--- config.mk ---
export PLATFORM = sky130hd
export DESIGN_NAME = centered_boxcar_smoother_top
export DESIGN_NICKNAME = d
export VERILOG_FILES = /design/src/rtl/cbs_pkg.sv /design/src/rtl/cbs_ram.sv /design/src/rtl/cbs_queue.sv /design/src/rtl/cbs_front.sv /design/src/rtl/cbs_div.sv /design/src/rtl/cbs_back.sv /design/src/rtl/centered_boxcar_smoother_top.sv
export SDC_FILE = /design/constraint.sdc
export NUM_CORES = 2
export LEC_CHECK = 0
export BUFFER_PORTS_ARGS = -buffer_cell sky130_fd_sc_hd__buf_2
export CORE_MARGIN = 1.5
export CORE_UTILIZATION = 40
export DETAILED_ROUTE_END_ITERATION = 8
export PLACE_DENSITY_LB_ADDON = 0.25
export SLEW_MARGIN = 20
export SYNTH_ARGS = -nofsm -noshare
export SYNTH_HDL_FRONTEND = slang
export SYNTH_SLANG_ARGS = --single-unit
export TNS_END_PERCENT = 30
--- constraint.sdc ---
create_clock -name clk -period 15.05 [get_ports clk]
set_input_delay 1.505 -clock clk [delete_from_list [all_inputs] [get_ports clk]]
set_output_delay 1.505 -clock clk [all_outputs]
set_load 0.01 [all_outputs]
--- src/rtl/cbs_pkg.sv ---
// cbs_pkg: shared widths, types and the reciprocal table of the boxcar smoother
// used by every module of the block except cbs_ram; no dependencies
package cbs_pkg;

  localparam int SAMPLE_W   = 16;
  localparam int HALF_W     = 5;
  localparam int CNT_W      = 6;              // window count, 1 .. 2*31+1
  localparam int STORE_DEPTH = 64;
  localparam int ADDR_W     = 6;
  localparam int SUM_W      = 22;             // 63 samples of 16 bits
  localparam int NUM_W      = SUM_W + 1;      // 2*|sum| + count
  localparam int RECIP_W    = 24;
  localparam int RECIP_SHIFT = 24;
  localparam int Q_W        = 17;
  localparam int DEN_W      = CNT_W + 1;
  localparam int PROD2_W    = Q_W + DEN_W;
  localparam int QUEUE_DEPTH = 4;
  localparam int QPTR_W     = 2;
  localparam int QCNT_W     = 3;

  localparam int RECIP_NUM = 2 ** 23;

  // floor(2^24 / (2*c)) for window count c; entry 0 is never used
  localparam logic [RECIP_W-1:0] RECIP [64] = '{
    24'd0,                  24'(RECIP_NUM / 1),  24'(RECIP_NUM / 2),  24'(RECIP_NUM / 3),
    24'(RECIP_NUM / 4),     24'(RECIP_NUM / 5),  24'(RECIP_NUM / 6),  24'(RECIP_NUM / 7),
    24'(RECIP_NUM / 8),     24'(RECIP_NUM / 9),  24'(RECIP_NUM / 10), 24'(RECIP_NUM / 11),
    24'(RECIP_NUM / 12),    24'(RECIP_NUM / 13), 24'(RECIP_NUM / 14), 24'(RECIP_NUM / 15),
    24'(RECIP_NUM / 16),    24'(RECIP_NUM / 17), 24'(RECIP_NUM / 18), 24'(RECIP_NUM / 19),
    24'(RECIP_NUM / 20),    24'(RECIP_NUM / 21), 24'(RECIP_NUM / 22), 24'(RECIP_NUM / 23),
    24'(RECIP_NUM / 24),    24'(RECIP_NUM / 25), 24'(RECIP_NUM / 26), 24'(RECIP_NUM / 27),
    24'(RECIP_NUM / 28),    24'(RECIP_NUM / 29), 24'(RECIP_NUM / 30), 24'(RECIP_NUM / 31),
    24'(RECIP_NUM / 32),    24'(RECIP_NUM / 33), 24'(RECIP_NUM / 34), 24'(RECIP_NUM / 35),
    24'(RECIP_NUM / 36),    24'(RECIP_NUM / 37), 24'(RECIP_NUM / 38), 24'(RECIP_NUM / 39),
    24'(RECIP_NUM / 40),    24'(RECIP_NUM / 41), 24'(RECIP_NUM / 42), 24'(RECIP_NUM / 43),
    24'(RECIP_NUM / 44),    24'(RECIP_NUM / 45), 24'(RECIP_NUM / 46), 24'(RECIP_NUM / 47),
    24'(RECIP_NUM / 48),    24'(RECIP_NUM / 49), 24'(RECIP_NUM / 50), 24'(RECIP_NUM / 51),
    24'(RECIP_NUM / 52),    24'(RECIP_NUM / 53), 24'(RECIP_NUM / 54), 24'(RECIP_NUM / 55),
    24'(RECIP_NUM / 56),    24'(RECIP_NUM / 57), 24'(RECIP_NUM / 58), 24'(RECIP_NUM / 59),
    24'(RECIP_NUM / 60),    24'(RECIP_NUM / 61), 24'(RECIP_NUM / 62), 24'(RECIP_NUM / 63)
  };

  // one classified sample, front to back
  typedef struct packed {
    logic signed [SAMPLE_W-1:0] sample;
    logic                       last;
    logic [CNT_W-1:0]           pend;   // outputs pending once this sample is in
    logic                       emit;   // sample releases at least one output
  } job_t;

  // one mean to compute
  typedef struct packed {
    logic signed [SUM_W-1:0] sum;
    logic [CNT_W-1:0]        cnt;
    logic                    last;
  } div_req_t;

  typedef enum logic [1:0] {
    BK_TAKE,
    BK_EMIT,
    BK_SUB
  } back_state_t;

endpackage

--- src/rtl/cbs_ram.sv ---
// cbs_ram: generic one-write, one-read ram with registered read data
// no dependencies
module cbs_ram #(
  parameter int WIDTH = 16,
  parameter int DEPTH = 64
) (
  input  logic                     clk,
  input  logic                     we,
  input  logic [$clog2(DEPTH)-1:0] waddr,
  input  logic [WIDTH-1:0]         wdata,
  input  logic [$clog2(DEPTH)-1:0] raddr,
  output logic [WIDTH-1:0]         rdata
);

  logic [WIDTH-1:0] mem [DEPTH];

  always_ff @(posedge clk) begin
    if (we) begin
      mem[waddr] <= wdata;
    end
    rdata <= mem[raddr];
  end

endmodule

--- src/rtl/cbs_queue.sv ---
// cbs_queue: short request queue between front and back
// depends on cbs_pkg
module cbs_queue (
  input  logic          clk,
  input  logic          rst,
  input  logic          push,
  input  cbs_pkg::job_t push_item,
  output logic          full,
  input  logic          pop,
  output cbs_pkg::job_t pop_item,
  output logic          not_empty
);
  import cbs_pkg::*;

  job_t              entries [QUEUE_DEPTH];
  logic [QPTR_W-1:0] wr_ptr;
  logic [QPTR_W-1:0] rd_ptr;
  logic [QCNT_W-1:0] count;

  assign full      = (count == QCNT_W'(QUEUE_DEPTH));
  assign not_empty = (count != '0);
  assign pop_item  = entries[rd_ptr];

  always_ff @(posedge clk) begin
    if (push) begin
      entries[wr_ptr] <= push_item;
    end
  end

  always_ff @(posedge clk) begin
    if (rst) begin
      wr_ptr <= '0;
      rd_ptr <= '0;
      count  <= '0;
    end else begin
      if (push) begin
        wr_ptr <= wr_ptr + 1'b1;
      end
      if (pop) begin
        rd_ptr <= rd_ptr + 1'b1;
      end
      if (push && !pop) begin
        count <= count + 1'b1;
      end else if (pop && !push) begin
        count <= count - 1'b1;
      end
    end
  end

endmodule

--- src/rtl/cbs_front.sv ---
// cbs_front: accepts samples and marks how many outputs each one releases
// depends on cbs_pkg
module cbs_front (
  input  logic                             clk,
  input  logic                             rst,
  input  logic                             clear,
  input  logic [cbs_pkg::HALF_W-1:0]       half_window,
  input  logic                             s_tvalid,
  output logic                             s_tready,
  input  logic signed [cbs_pkg::SAMPLE_W-1:0] s_tdata,
  input  logic                             s_tlast,
  input  logic                             q_full,
  output logic                             push,
  output cbs_pkg::job_t                    push_item
);
  import cbs_pkg::*;

  // samples of the log still waiting for their right side, capped at half_window
  logic [HALF_W-1:0] fill;
  logic [HALF_W-1:0] fill_next;
  logic              at_half;

  assign s_tready = !q_full;
  assign push     = s_tvalid && !q_full;
  assign at_half  = (fill == half_window);

  always_comb begin
    push_item.sample = s_tdata;
    push_item.last   = s_tlast;
    push_item.pend   = CNT_W'(fill) + 1'b1;
    push_item.emit   = s_tlast || at_half;
  end

  always_comb begin
    if (s_tlast) begin
      fill_next = '0;
    end else if (at_half) begin
      fill_next = fill;
    end else begin
      fill_next = fill + 1'b1;
    end
  end

  always_ff @(posedge clk) begin
    if (rst || clear) begin
      fill <= '0;
    end else if (push) begin
      fill <= fill_next;
    end
  end

endmodule

--- src/rtl/cbs_div.sv ---
// cbs_div: rounded mean, sum / count to nearest with ties away from zero
// reciprocal multiply plus one correction step; depends on cbs_pkg
module cbs_div (
  input  logic                              clk,
  input  logic                              rst,
  input  logic                              in_valid,
  output logic                              in_ready,
  input  cbs_pkg::div_req_t                 in_req,
  output logic                              out_valid,
  input  logic                              out_ready,
  output logic signed [cbs_pkg::SAMPLE_W-1:0] out_mean,
  output logic                              out_last
);
  import cbs_pkg::*;

  logic adv;
  logic v1, v2, v3;

  // stage 1: numerator, denominator, reciprocal
  logic [NUM_W-1:0]   n1;
  logic [RECIP_W-1:0] r1;
  logic [DEN_W-1:0]   d1;
  logic               neg1, last1;
  // stage 2: estimate
  logic [NUM_W-1:0]   n2;
  logic [DEN_W-1:0]   d2;
  logic [Q_W-1:0]     q2;
  logic               neg2, last2;
  // stage 3: estimate times denominator
  logic [NUM_W-1:0]   n3;
  logic [DEN_W-1:0]   d3;
  logic [Q_W-1:0]     q3;
  logic [PROD2_W-1:0] p3;
  logic               neg3, last3;

  logic                  in_neg;
  logic [SUM_W-1:0]      in_mag;
  logic [NUM_W+RECIP_W-1:0] prod1;
  logic [PROD2_W-1:0]    rem;
  logic [Q_W-1:0]        qf;
  logic [Q_W-1:0]        qs;

  assign adv      = !out_valid || out_ready;
  assign in_ready = adv;

  assign in_neg = in_req.sum[SUM_W-1];
  assign in_mag = in_neg ? SUM_W'(-in_req.sum) : SUM_W'(in_req.sum);
  assign prod1  = (NUM_W+RECIP_W)'(n1) * (NUM_W+RECIP_W)'(r1);
  assign rem    = PROD2_W'(n3) - p3;
  assign qf     = (rem >= PROD2_W'(d3)) ? q3 + 1'b1 : q3;
  assign qs     = neg3 ? -qf : qf;

  always_ff @(posedge clk) begin
    if (rst) begin
      v1        <= 1'b0;
      v2        <= 1'b0;
      v3        <= 1'b0;
      out_valid <= 1'b0;
    end else if (adv) begin
      v1        <= in_valid;
      v2        <= v1;
      v3        <= v2;
      out_valid <= v3;
    end
  end

  always_ff @(posedge clk) begin
    if (adv) begin
      n1    <= {in_mag, 1'b0} + NUM_W'(in_req.cnt);
      r1    <= RECIP[in_req.cnt];
      d1    <= {in_req.cnt, 1'b0};
      neg1  <= in_neg;
      last1 <= in_req.last;

      n2    <= n1;
      d2    <= d1;
      q2    <= prod1[RECIP_SHIFT +: Q_W];
      neg2  <= neg1;
      last2 <= last1;

      n3    <= n2;
      d3    <= d2;
      q3    <= q2;
      p3    <= PROD2_W'(q2) * PROD2_W'(d2);
      neg3  <= neg2;
      last3 <= last2;

      out_mean <= qs[SAMPLE_W-1:0];
      out_last <= last3;
    end
  end

endmodule

--- src/rtl/cbs_back.sv ---
// cbs_back: keeps the window store and running sum, issues one mean per output
// depends on cbs_pkg, cbs_ram
module cbs_back (
  input  logic                       clk,
  input  logic                       rst,
  input  logic                       clear,
  input  logic [cbs_pkg::HALF_W-1:0] half_window,
  input  logic                       q_valid,
  input  cbs_pkg::job_t              q_item,
  output logic                       q_pop,
  output logic                       div_valid,
  input  logic                       div_ready,
  output cbs_pkg::div_req_t          div_req
);
  import cbs_pkg::*;

  back_state_t             state;
  back_state_t             state_next;
  logic signed [SUM_W-1:0] sum;
  logic [ADDR_W-1:0]       wp;
  logic [HALF_W-1:0]       lcount;   // left side of the window, capped at half_window
  logic [CNT_W-1:0]        rem;      // outputs still pending for this sample
  logic                    job_last;

  logic                    ram_we;
  logic [ADDR_W-1:0]       raddr;
  logic [SAMPLE_W-1:0]     rdata;
  logic                    left_full;
  logic                    more;

  assign left_full = (lcount == half_window);
  assign more      = job_last && (rem != CNT_W'(1));
  // oldest sample of the window about to be emitted
  assign raddr     = wp - ADDR_W'(rem) - ADDR_W'(half_window);

  cbs_ram #(
    .WIDTH(SAMPLE_W),
    .DEPTH(STORE_DEPTH)
  ) u_store (
    .clk  (clk),
    .we   (ram_we),
    .waddr(wp),
    .wdata(q_item.sample),
    .raddr(raddr),
    .rdata(rdata)
  );

  always_comb begin
    div_req.sum  = sum;
    div_req.cnt  = CNT_W'(lcount) + rem;
    div_req.last = job_last && (rem == CNT_W'(1));
  end

  always_comb begin
    state_next = state;
    unique case (state)
      BK_TAKE: begin
        if (q_valid && q_item.emit) begin
          state_next = BK_EMIT;
        end
      end
      BK_EMIT: begin
        if (div_ready) begin
          if (left_full) begin
            state_next = BK_SUB;
          end else if (!more) begin
            state_next = BK_TAKE;
          end
        end
      end
      BK_SUB: begin
        state_next = more ? BK_EMIT : BK_TAKE;
      end
      default: state_next = BK_TAKE;
    endcase
  end

  always_comb begin
    q_pop     = 1'b0;
    ram_we    = 1'b0;
    div_valid = 1'b0;
    unique case (state)
      BK_TAKE: begin
        q_pop  = q_valid;
        ram_we = q_valid;
      end
      BK_EMIT: begin
        div_valid = 1'b1;
      end
      BK_SUB: begin
      end
      default: begin
      end
    endcase
  end

  always_ff @(posedge clk) begin
    if (rst || clear) begin
      state  <= BK_TAKE;
      sum    <= '0;
      wp     <= '0;
      lcount <= '0;
    end else begin
      state <= state_next;
      unique case (state)
        BK_TAKE: begin
          if (q_valid) begin
            sum <= sum + SUM_W'(q_item.sample);
            wp  <= wp + 1'b1;
          end
        end
        BK_EMIT: begin
          if (div_ready && !left_full) begin
            lcount <= lcount + 1'b1;
            if (job_last && !more) begin
              // end of log: start the next one clean
              sum    <= '0;
              wp     <= '0;
              lcount <= '0;
            end
          end
        end
        BK_SUB: begin
          if (job_last && !more) begin
            sum    <= '0;
            wp     <= '0;
            lcount <= '0;
          end else begin
            sum <= sum - SUM_W'($signed(rdata));
          end
        end
        default: begin
        end
      endcase
    end
  end

  always_ff @(posedge clk) begin
    if (state == BK_TAKE && q_valid) begin
      rem      <= q_item.pend;
      job_last <= q_item.last;
    end else if ((state == BK_EMIT && div_ready && !left_full && more) ||
                 (state == BK_SUB && more)) begin
      rem <= rem - 1'b1;
    end
  end

endmodule

--- src/rtl/centered_boxcar_smoother_top.sv ---
// centered_boxcar_smoother_top: centered moving average with truncated edges
// depends on cbs_pkg, cbs_front, cbs_queue, cbs_back, cbs_div, cbs_ram
//
//   channel   dir  handshake          payload
//   s_*       in   s_tvalid/s_tready  s_tdata = sample (16 signed), s_tlast = last_sample
//   m_*       out  m_tvalid/m_tready  m_tdata = smoothed (16 signed), m_tlast = last_result
//   cfg_*     in   cfg_wr_en          cfg_wr_data = half_window (5)
//
// the front takes one request per cycle into a four-entry queue until it is full; the back
// takes a request in BK_TAKE, emits each output in BK_EMIT, plus BK_SUB (store read, sum
// update) once the window's left side is full; the end-of-log flush releases up to
// half_window+1 outputs; the mean comes from a four-stage reciprocal divider whose last
// stage is the output reg; a stalled m_tready holds the divider, then the back, then fills
// the queue; rst is synchronous; a half_window write clears the front and back state
module centered_boxcar_smoother_top (
  input  logic                               clk,
  input  logic                               rst,
  // configuration
  input  logic                               cfg_wr_en,
  input  logic [cbs_pkg::HALF_W-1:0]         cfg_wr_data,  // half_window
  // sample stream
  input  logic                               s_tvalid,
  output logic                               s_tready,
  input  logic signed [cbs_pkg::SAMPLE_W-1:0] s_tdata,     // [15:0] sample
  input  logic                               s_tlast,      // last_sample
  // smoothed stream
  output logic                               m_tvalid,
  input  logic                               m_tready,
  output logic signed [cbs_pkg::SAMPLE_W-1:0] m_tdata,     // [15:0] smoothed
  output logic                               m_tlast       // last_result
);
  import cbs_pkg::*;

  logic [HALF_W-1:0] half_window;

  // front to queue
  logic     push;
  job_t     push_item;
  logic     q_full;
  // queue to back
  logic     q_pop;
  job_t     q_item;
  logic     q_valid;
  // back to divider
  logic     div_valid;
  logic     div_ready;
  div_req_t div_req;

  // a 5-bit half window never exceeds the 31-sample maximum, so no clamp is needed
  always_ff @(posedge clk) begin
    if (rst) begin
      half_window <= '0;
    end else if (cfg_wr_en) begin
      half_window <= cfg_wr_data;
    end
  end

  cbs_front u_front (
    .clk        (clk),
    .rst        (rst),
    .clear      (cfg_wr_en),
    .half_window(half_window),
    .s_tvalid   (s_tvalid),
    .s_tready   (s_tready),
    .s_tdata    (s_tdata),
    .s_tlast    (s_tlast),
    .q_full     (q_full),
    .push       (push),
    .push_item  (push_item)
  );

  // decouples request intake from the window arithmetic
  cbs_queue u_queue (
    .clk      (clk),
    .rst      (rst),
    .push     (push),
    .push_item(push_item),
    .full     (q_full),
    .pop      (q_pop),
    .pop_item (q_item),
    .not_empty(q_valid)
  );

  cbs_back u_back (
    .clk        (clk),
    .rst        (rst),
    .clear      (cfg_wr_en),
    .half_window(half_window),
    .q_valid    (q_valid),
    .q_item     (q_item),
    .q_pop      (q_pop),
    .div_valid  (div_valid),
    .div_ready  (div_ready),
    .div_req    (div_req)
  );

  // rounded mean; its last stage drives the output channel directly
  cbs_div u_div (
    .clk      (clk),
    .rst      (rst),
    .in_valid (div_valid),
    .in_ready (div_ready),
    .in_req   (div_req),
    .out_valid(m_tvalid),
    .out_ready(m_tready),
    .out_mean (m_tdata),
    .out_last (m_tlast)
  );

endmodule

Yosys cells after proc, flatten, opt, wreduce, memory -nomap -nowiden:

Memories as Yosys holds them, arrays and structs flattened. A register that Yosys moved wholly into a read port is not among the register bits.
Cells that the tools add are included.
W data, S select, Z words.

* ROM bits: 1536
* bits in writable memories: 1120
* register bits after elaboration: 229
* memories kept: 3
* bits in latches: 0
* bits of input ports: 27
* output and inout port bits: 19
* logic and storage cells: 143

* $mul: 2
* shifts and indexed selects: 0
* reduce and logical (&&, ||, !) cells: 34
* muxes and demuxes: 36
* eq/ne operators: 15
* add/subtract/negate cells: 19
* $lt $le $gt $ge: 1
* bitwise operators: 1
* div/mod/pow operators: 0

Memories
* (name not given): depth 64, bits a word 24, read ports 1, clocked after Yosys merged registers in 1, wr ports 0, RTL line cbs_div.sv:70 `r1 <= RECIP[in_req.cnt];`
* u_back.u_store.mem: depth 64, bits a word 16, read ports 1, clocked after Yosys merged registers in 1, wr ports 1, RTL line cbs_ram.sv:15 `logic [WIDTH-1:0] mem [DEPTH];`
* u_queue.entries: depth 4, bits a word 24, read ports 1, clocked after Yosys merged registers in 1, wr ports 1, RTL line cbs_queue.sv:15 `job_t entries [QUEUE_DEPTH];`

Operator list (count)
* $mux W22: 5
* $pmux W22 S3: 1
* $mul A23 B24 Y41: 1
* $mux W16: 2
* $mux W6: 5
* $mux W5: 5
* $ge A24 B7 Y1: 1
* $sub A23 B24 Y24: 1
* $add A23 B6 Y23: 1
* $mul A17 B6 Y23: 1
* $add A22 B16 Y22: 1
* $neg A22 Y22: 1
* $sub A22 B16 Y22: 1
* $pmux W6 S3: 1
* $add A16 B1 Y16 const B: 1
* $neg A16 Y16: 1
* $logic_and A1 B1 Y1: 13
* $mux W2: 6
* $ne A2 B1 Y1 const B: 6
* $add A5 B1 Y5 const B: 2
* $eq A5 B5 Y1: 2
* $pmux W5 S2: 1
* $reduce_and A3 Y1: 3
* $mux W1: 7
* other kinds (26): 39

Depth between registers and ports, before layout:

* depth in word-level cells: 8
* gate-level depth with buffers: 30

Hierarchy:

A second synthesis with hierarchy kept.

* cell total of the unflattened synthesis: 5847
* area, all modules: 79248.5 um2

By module, submodules not included
* cbs_ram: cells an instance 1829, area each 40042.2 um2, instances 1, sequential area each 31069.8 um2
* cbs_div: cells an instance 3159, area each 29876.2 um2, instances 1, sequential area each 5695.5 um2
* cbs_back: cells an instance 601, area each 4649.5 um2, instances 1, sequential area each 910.9 um2
* cbs_queue: cells an instance 170, area each 3933.8 um2, instances 1, sequential area each 3062.9 um2
* cbs_front: cells an instance 72, area each 566.8 um2, instances 1, sequential area each 100.1 um2
* centered_boxcar_smoother_top: cells an instance 16, area each 180.2 um2, instances 1, sequential area each 100.1 um2

Least setup slack after synthesis:

Ideal clock, no wire load.

* path kind: reg-to-reg
* from: reg u_div.r1[21]
* to: reg u_div.q2[16] (data pin)
* arrival: 7.375 ns
* setup slack: 7.415 ns
* path buffers: 2
* cell stages (with the launch flop): 26
* cell sequence: edfxtp_1 > clkbuf_1 > clkbuf_1 > nand2_1 > fa_1 > fa_1 > fa_1 > inv_1 > fa_1 > fa_1 > fa_1 > fa_1 > ha_1 > and3_1 > a221o_1 > or2_2 > o41ai_1 > o21ai_0 > a311oi_1 > nor2_1 > and2_1 > o31ai_1 > a21oi_1 > a211o_1 > a21oi_1 > xnor2_1

* word-level cells in the longest chain between the ends: 1

Ends and longest elaborated chain
* from (decl): RTL line cbs_div.sv:21 `logic [RECIP_W-1:0] r1;`
* $mul A23 B24 Y41: RTL line cbs_div.sv:48 `assign prod1 = (NUM_W+RECIP_W)'(n1) * (NUM_W+RECIP_W)'(r1);`
* named net u_div.prod1[40]: RTL line cbs_div.sv:38 `logic [NUM_W+RECIP_W-1:0] prod1;`
* to (signal assigned): RTL line cbs_div.sv:77 `q2 <= prod1[RECIP_SHIFT +: Q_W];`
* to (decl): RTL line cbs_div.sv:27 `logic [Q_W-1:0] q2;`

The timed path passes the listed nets, and every way through them passes these cells.
A chain may end at the register's enable or synchronous reset.

Worst setup path after layout:

* from: reg u_div.n1[3]
* to: reg u_div.q2[16] (data pin)

* word-level cells in the longest chain between the ends: 1

Ends and longest elaborated chain
* from (decl): RTL line cbs_div.sv:20 `logic [NUM_W-1:0] n1;`
* from (signal assigned): RTL line cbs_div.sv:69 `n1 <= {in_mag, 1'b0} + NUM_W'(in_req.cnt);`
* $mul A23 B24 Y41: RTL line cbs_div.sv:48
* named net u_div.prod1[40]: RTL line cbs_div.sv:38

The timed path passes the listed nets, and every way through them passes these cells.

==> results.cfg <==
[logic_synthesis]
synth_top_area_cell = edfxtp_1
async_reset_ff_share_pct = 0
synth_top_cells_by_count = edfxtp_1, inv_1, fa_1, nand2_1, mux4_2
syn-num-nets = 6469
ys_seq_elements = 1388
synth.distinct_cells = 88
synth_area_sq_mm = 0.07809
yosys.cell_count.top_type = edfxtp_1
synthesis.instances = 5644
yosysSeqAreaShare_pct = 52.43
ys_top_cells_by_area = edfxtp_1, fa_1, mux4_2
synthesis.yosys.warnings = 0
synth_largest_type_area_fraction_pct = 50.53
synth_edf_count = 1314
syn-mean-instance-area_sq_um = 13.84
synthFlopType = edfxtp_1

[clock_network]
buffer_depth_of_the_longest_clock_path = 3
cts_tree = built
clock_sinks = 1388
cts.reportedPaths.clkPinSlew_ns = 0.06
cts_made_buffers = 150
clk_root_buffer_cell = clkbuf_16
htree_num_levels = 4
hold_buffers = 0
cts.repair_timing.setup_buffer_count = 0
post_cts.resized_instances = 0
insertion_delay_ns = 0.81

[floorplan]
core_region_area_sq_mm = 0.1932
i_o_pin_cnt = 46
die_w_um = 444.8
design.die.area_sq_mm = 0.1979
floorplan.rows = 161
start_util_pct = 40.42
floorplan.die.height_um = 444.8

[critical_path]
cp_top_family = adder cells
critPathLaunchType = flop
critPathMaxStageDelay_ns = 1.07
setup.worst_path.class = flop to flop
cp.buffers_inverters = 3
setup.worst_path.end_class = flop
cp.required_ns = 15.56
crit_path_max_fanout = 25
crit_arrival_ns = 9.49
crit_slowest_cell = edfxtp_1
timing.critical_path.mode_cell = fa_1
setup.reg_to_reg.worst_slack_ns = 6.07

[sta]
timing.slew.headroom_pct = 25.89
min_tclk_post_route_ns = 8.981
final-setup-viol-count = 0
grt_setup_unrepaired = no
timing.fmax_mhz = 111.3
timing_max_transition_violations_final = 0
finClkSkew_ns = 0.06124
worst_slew_pin_slew_ns = 1.110
totalNegativeSetupSlack_ns = 0
hold_viol = 0
portion_of_the_clock_cycle_consumed_by_the_worst_path_in_the_final_layout_pct = 59.68

[finish]
layout-drive-gt1-share_pct = 12.73
fillCellCount = 17080
flow.area_growth_from_synthesis_pct = 10.57
layout.area.seq_sq_mm = 0.04094
final_cell_area_sq_mm = 0.08634
design.final.nets = 6515
footprint_of_the_multi_input_gates_sq_mm = 0.03378

[route]
drtPass1Iterations = 6
via_count = 45260
detail_route.vias_per_cell = 5.432
wire_per_inst_um = 22.87
drcViolationCount = 0
drt_wl_total_mm = 190.5
ant_nets = 0
first_iter_violations = 3889

[global_route]
grt_util_all_layers_pct = 19.43
grt_start_max_net_pins = 132
first_global_vias = 46640
grt_first_pass_wirelength_mm = 291.4
antenna_found_initial = 3
global_route.overflow_total = 0

[outcome]
status = finished, final reports clean

[placed_design]
port-buffer-count = 45
post_place_instance_area_sq_mm = 0.08157
gp_congestion = 0.8488
dp_hpwl_mm = 123.0

[flow_run]
drv.max_cap_violation_count = 0

[hold_path]
timing.hold.worst.class = flop to flop
==> through the flow <==
stage	instances	util, %	setup slack [ns]	hold slack [ns]
2_1_floorplan	5644	-	7.415	0.4003
3_3_place_gp	8063	42.22	6.148	0.4012
3_5_place_dp	8063	42.23	6.028	0.4045
4_1_cts	8330	44.68	5.981	0.4170
5_1_grt	8331	44.69	5.692	0.4234
6_report	8332	44.69	6.069	0.4167
==> state kept, by name (all words and copies together) (netlist names), 3 cells and up, named ones only <==
register,flops
u_back.rem,6
u_div.p3,23
u_div.n2,23
u_back.wp,6
u_queue.entries,96
u_div.r1,24
u_div.q2,17
u_div.out_mean,16
u_back.u_store.mem,1024
u_queue.count,3
u_div.n3,23
u_back.lcount,5
u_front.fill,5
u_div.d1,5
half_window,5
u_div.q3,16
u_div.d2,5
u_back.u_store.rdata,16
u_back.sum,22
u_div.n1,23
u_div.d3,5
==> kinds of logic (layout without fill, tap and decap cells) <==
group | Yosys count | in the layout | share of synthesized area [%]
adders and majority gates | 798 | 798 | 17.76
muxes | 409 | 409 | 9.990
AOI/OAI and AO/OA | 603 | 603 | 5.062
DFF | 1388 | 1388 | 52.43
buffers and inverters | 930 | 1091 | 4.498
other | 0 | 1 | 0
and+or+nand+nor | 1323 | 1323 | 8.092
xor gates and xnor gates | 193 | 193 | 2.174
==> final timing paths <==
check              start           end  depth (start not counted)
max reg2reg  u_div.n1[3]  u_div.q2[16]                         25
min          u_div.n2[5]   u_div.n3[5]                          0
min reg2reg  u_div.n2[5]   u_div.n3[5]                          0
max          u_div.n1[3]  u_div.q2[16]                         25
==> placed cells by master, fill, tap and decap left out, types with 10 or more instances in the layout <==
cell type     n
xnor2_1     104
edfxtp_1   1314
clkinv_1     26
o221ai_1     15
a21oi_1     174
nand4_1      14
a31oi_1      19
o21a_1       20
nand3_1      45
mux4_2      296
nand2b_1     23
inv_1       645
and3_1       26
dfxtp_1      73
or2_2        13
nor2b_1      52
nor2_1      234
o31ai_1      15
nor3_1       53
clkinv_2     17
or3_1        21
a21o_1       23
clkbuf_1     42
mux2i_1     110
a22oi_1      11
buf_2        45
a221oi_1     10
fa_1        516
and2_1      266
nand2_1     515
clkbuf_16   150
o21ai_0     117
buf_4       127
nor2_2       15
ha_1        281
o21bai_1     11
o211ai_1     17
a211oi_1     81
xor2_1       79
==> worst reg2reg max path, stage by stage (launching register included) <==
cell and delay [ns]:
edfxtp_1 1.07, nand2_1 0.22, fa_1 0.60, fa_1 0.46
fa_1 0.52, fa_1 0.51, inv_1 0.05, fa_1 0.49
fa_1 0.50, inv_1 0.05, fa_1 0.47, inv_1 0.04
ha_1 0.28, a21o_1 0.17, a221o_1 0.36, or2_2 0.28
o41ai_1 0.34, o21ai_0 0.33, a311oi_1 0.39, nor2_1 0.16
and2_1 0.21, o31ai_1 0.40, a21oi_1 0.23, a211o_1 0.33
a21oi_1 0.18, xnor2_1 0.08
==> per-layer routing <==
metal,up-vias,wire (um),global-route usage [%]
li1,20110,-,-
met1,23580,83530,26.95
met2,1299,91060,31.56
met3,270,9809,2.617
met4,0,6135,6.529
met5,-,0,0
==> layout make-up <==
cell class              instances  share of cell area [%]
clock buffers                 192                   4.530
diodes                          1                0.002898
clock inverters                75                  0.9651
well taps                    2526                   3.661
inverters                     647                   2.821
multi-input cells            3326                   39.13
repair buffers                177                   1.475
flip-flops and latches       1388                   47.42
Power is left out: the tool's default activity adds up to more than one toggle a clock period on the data nets, which glitch-free logic cannot reach.
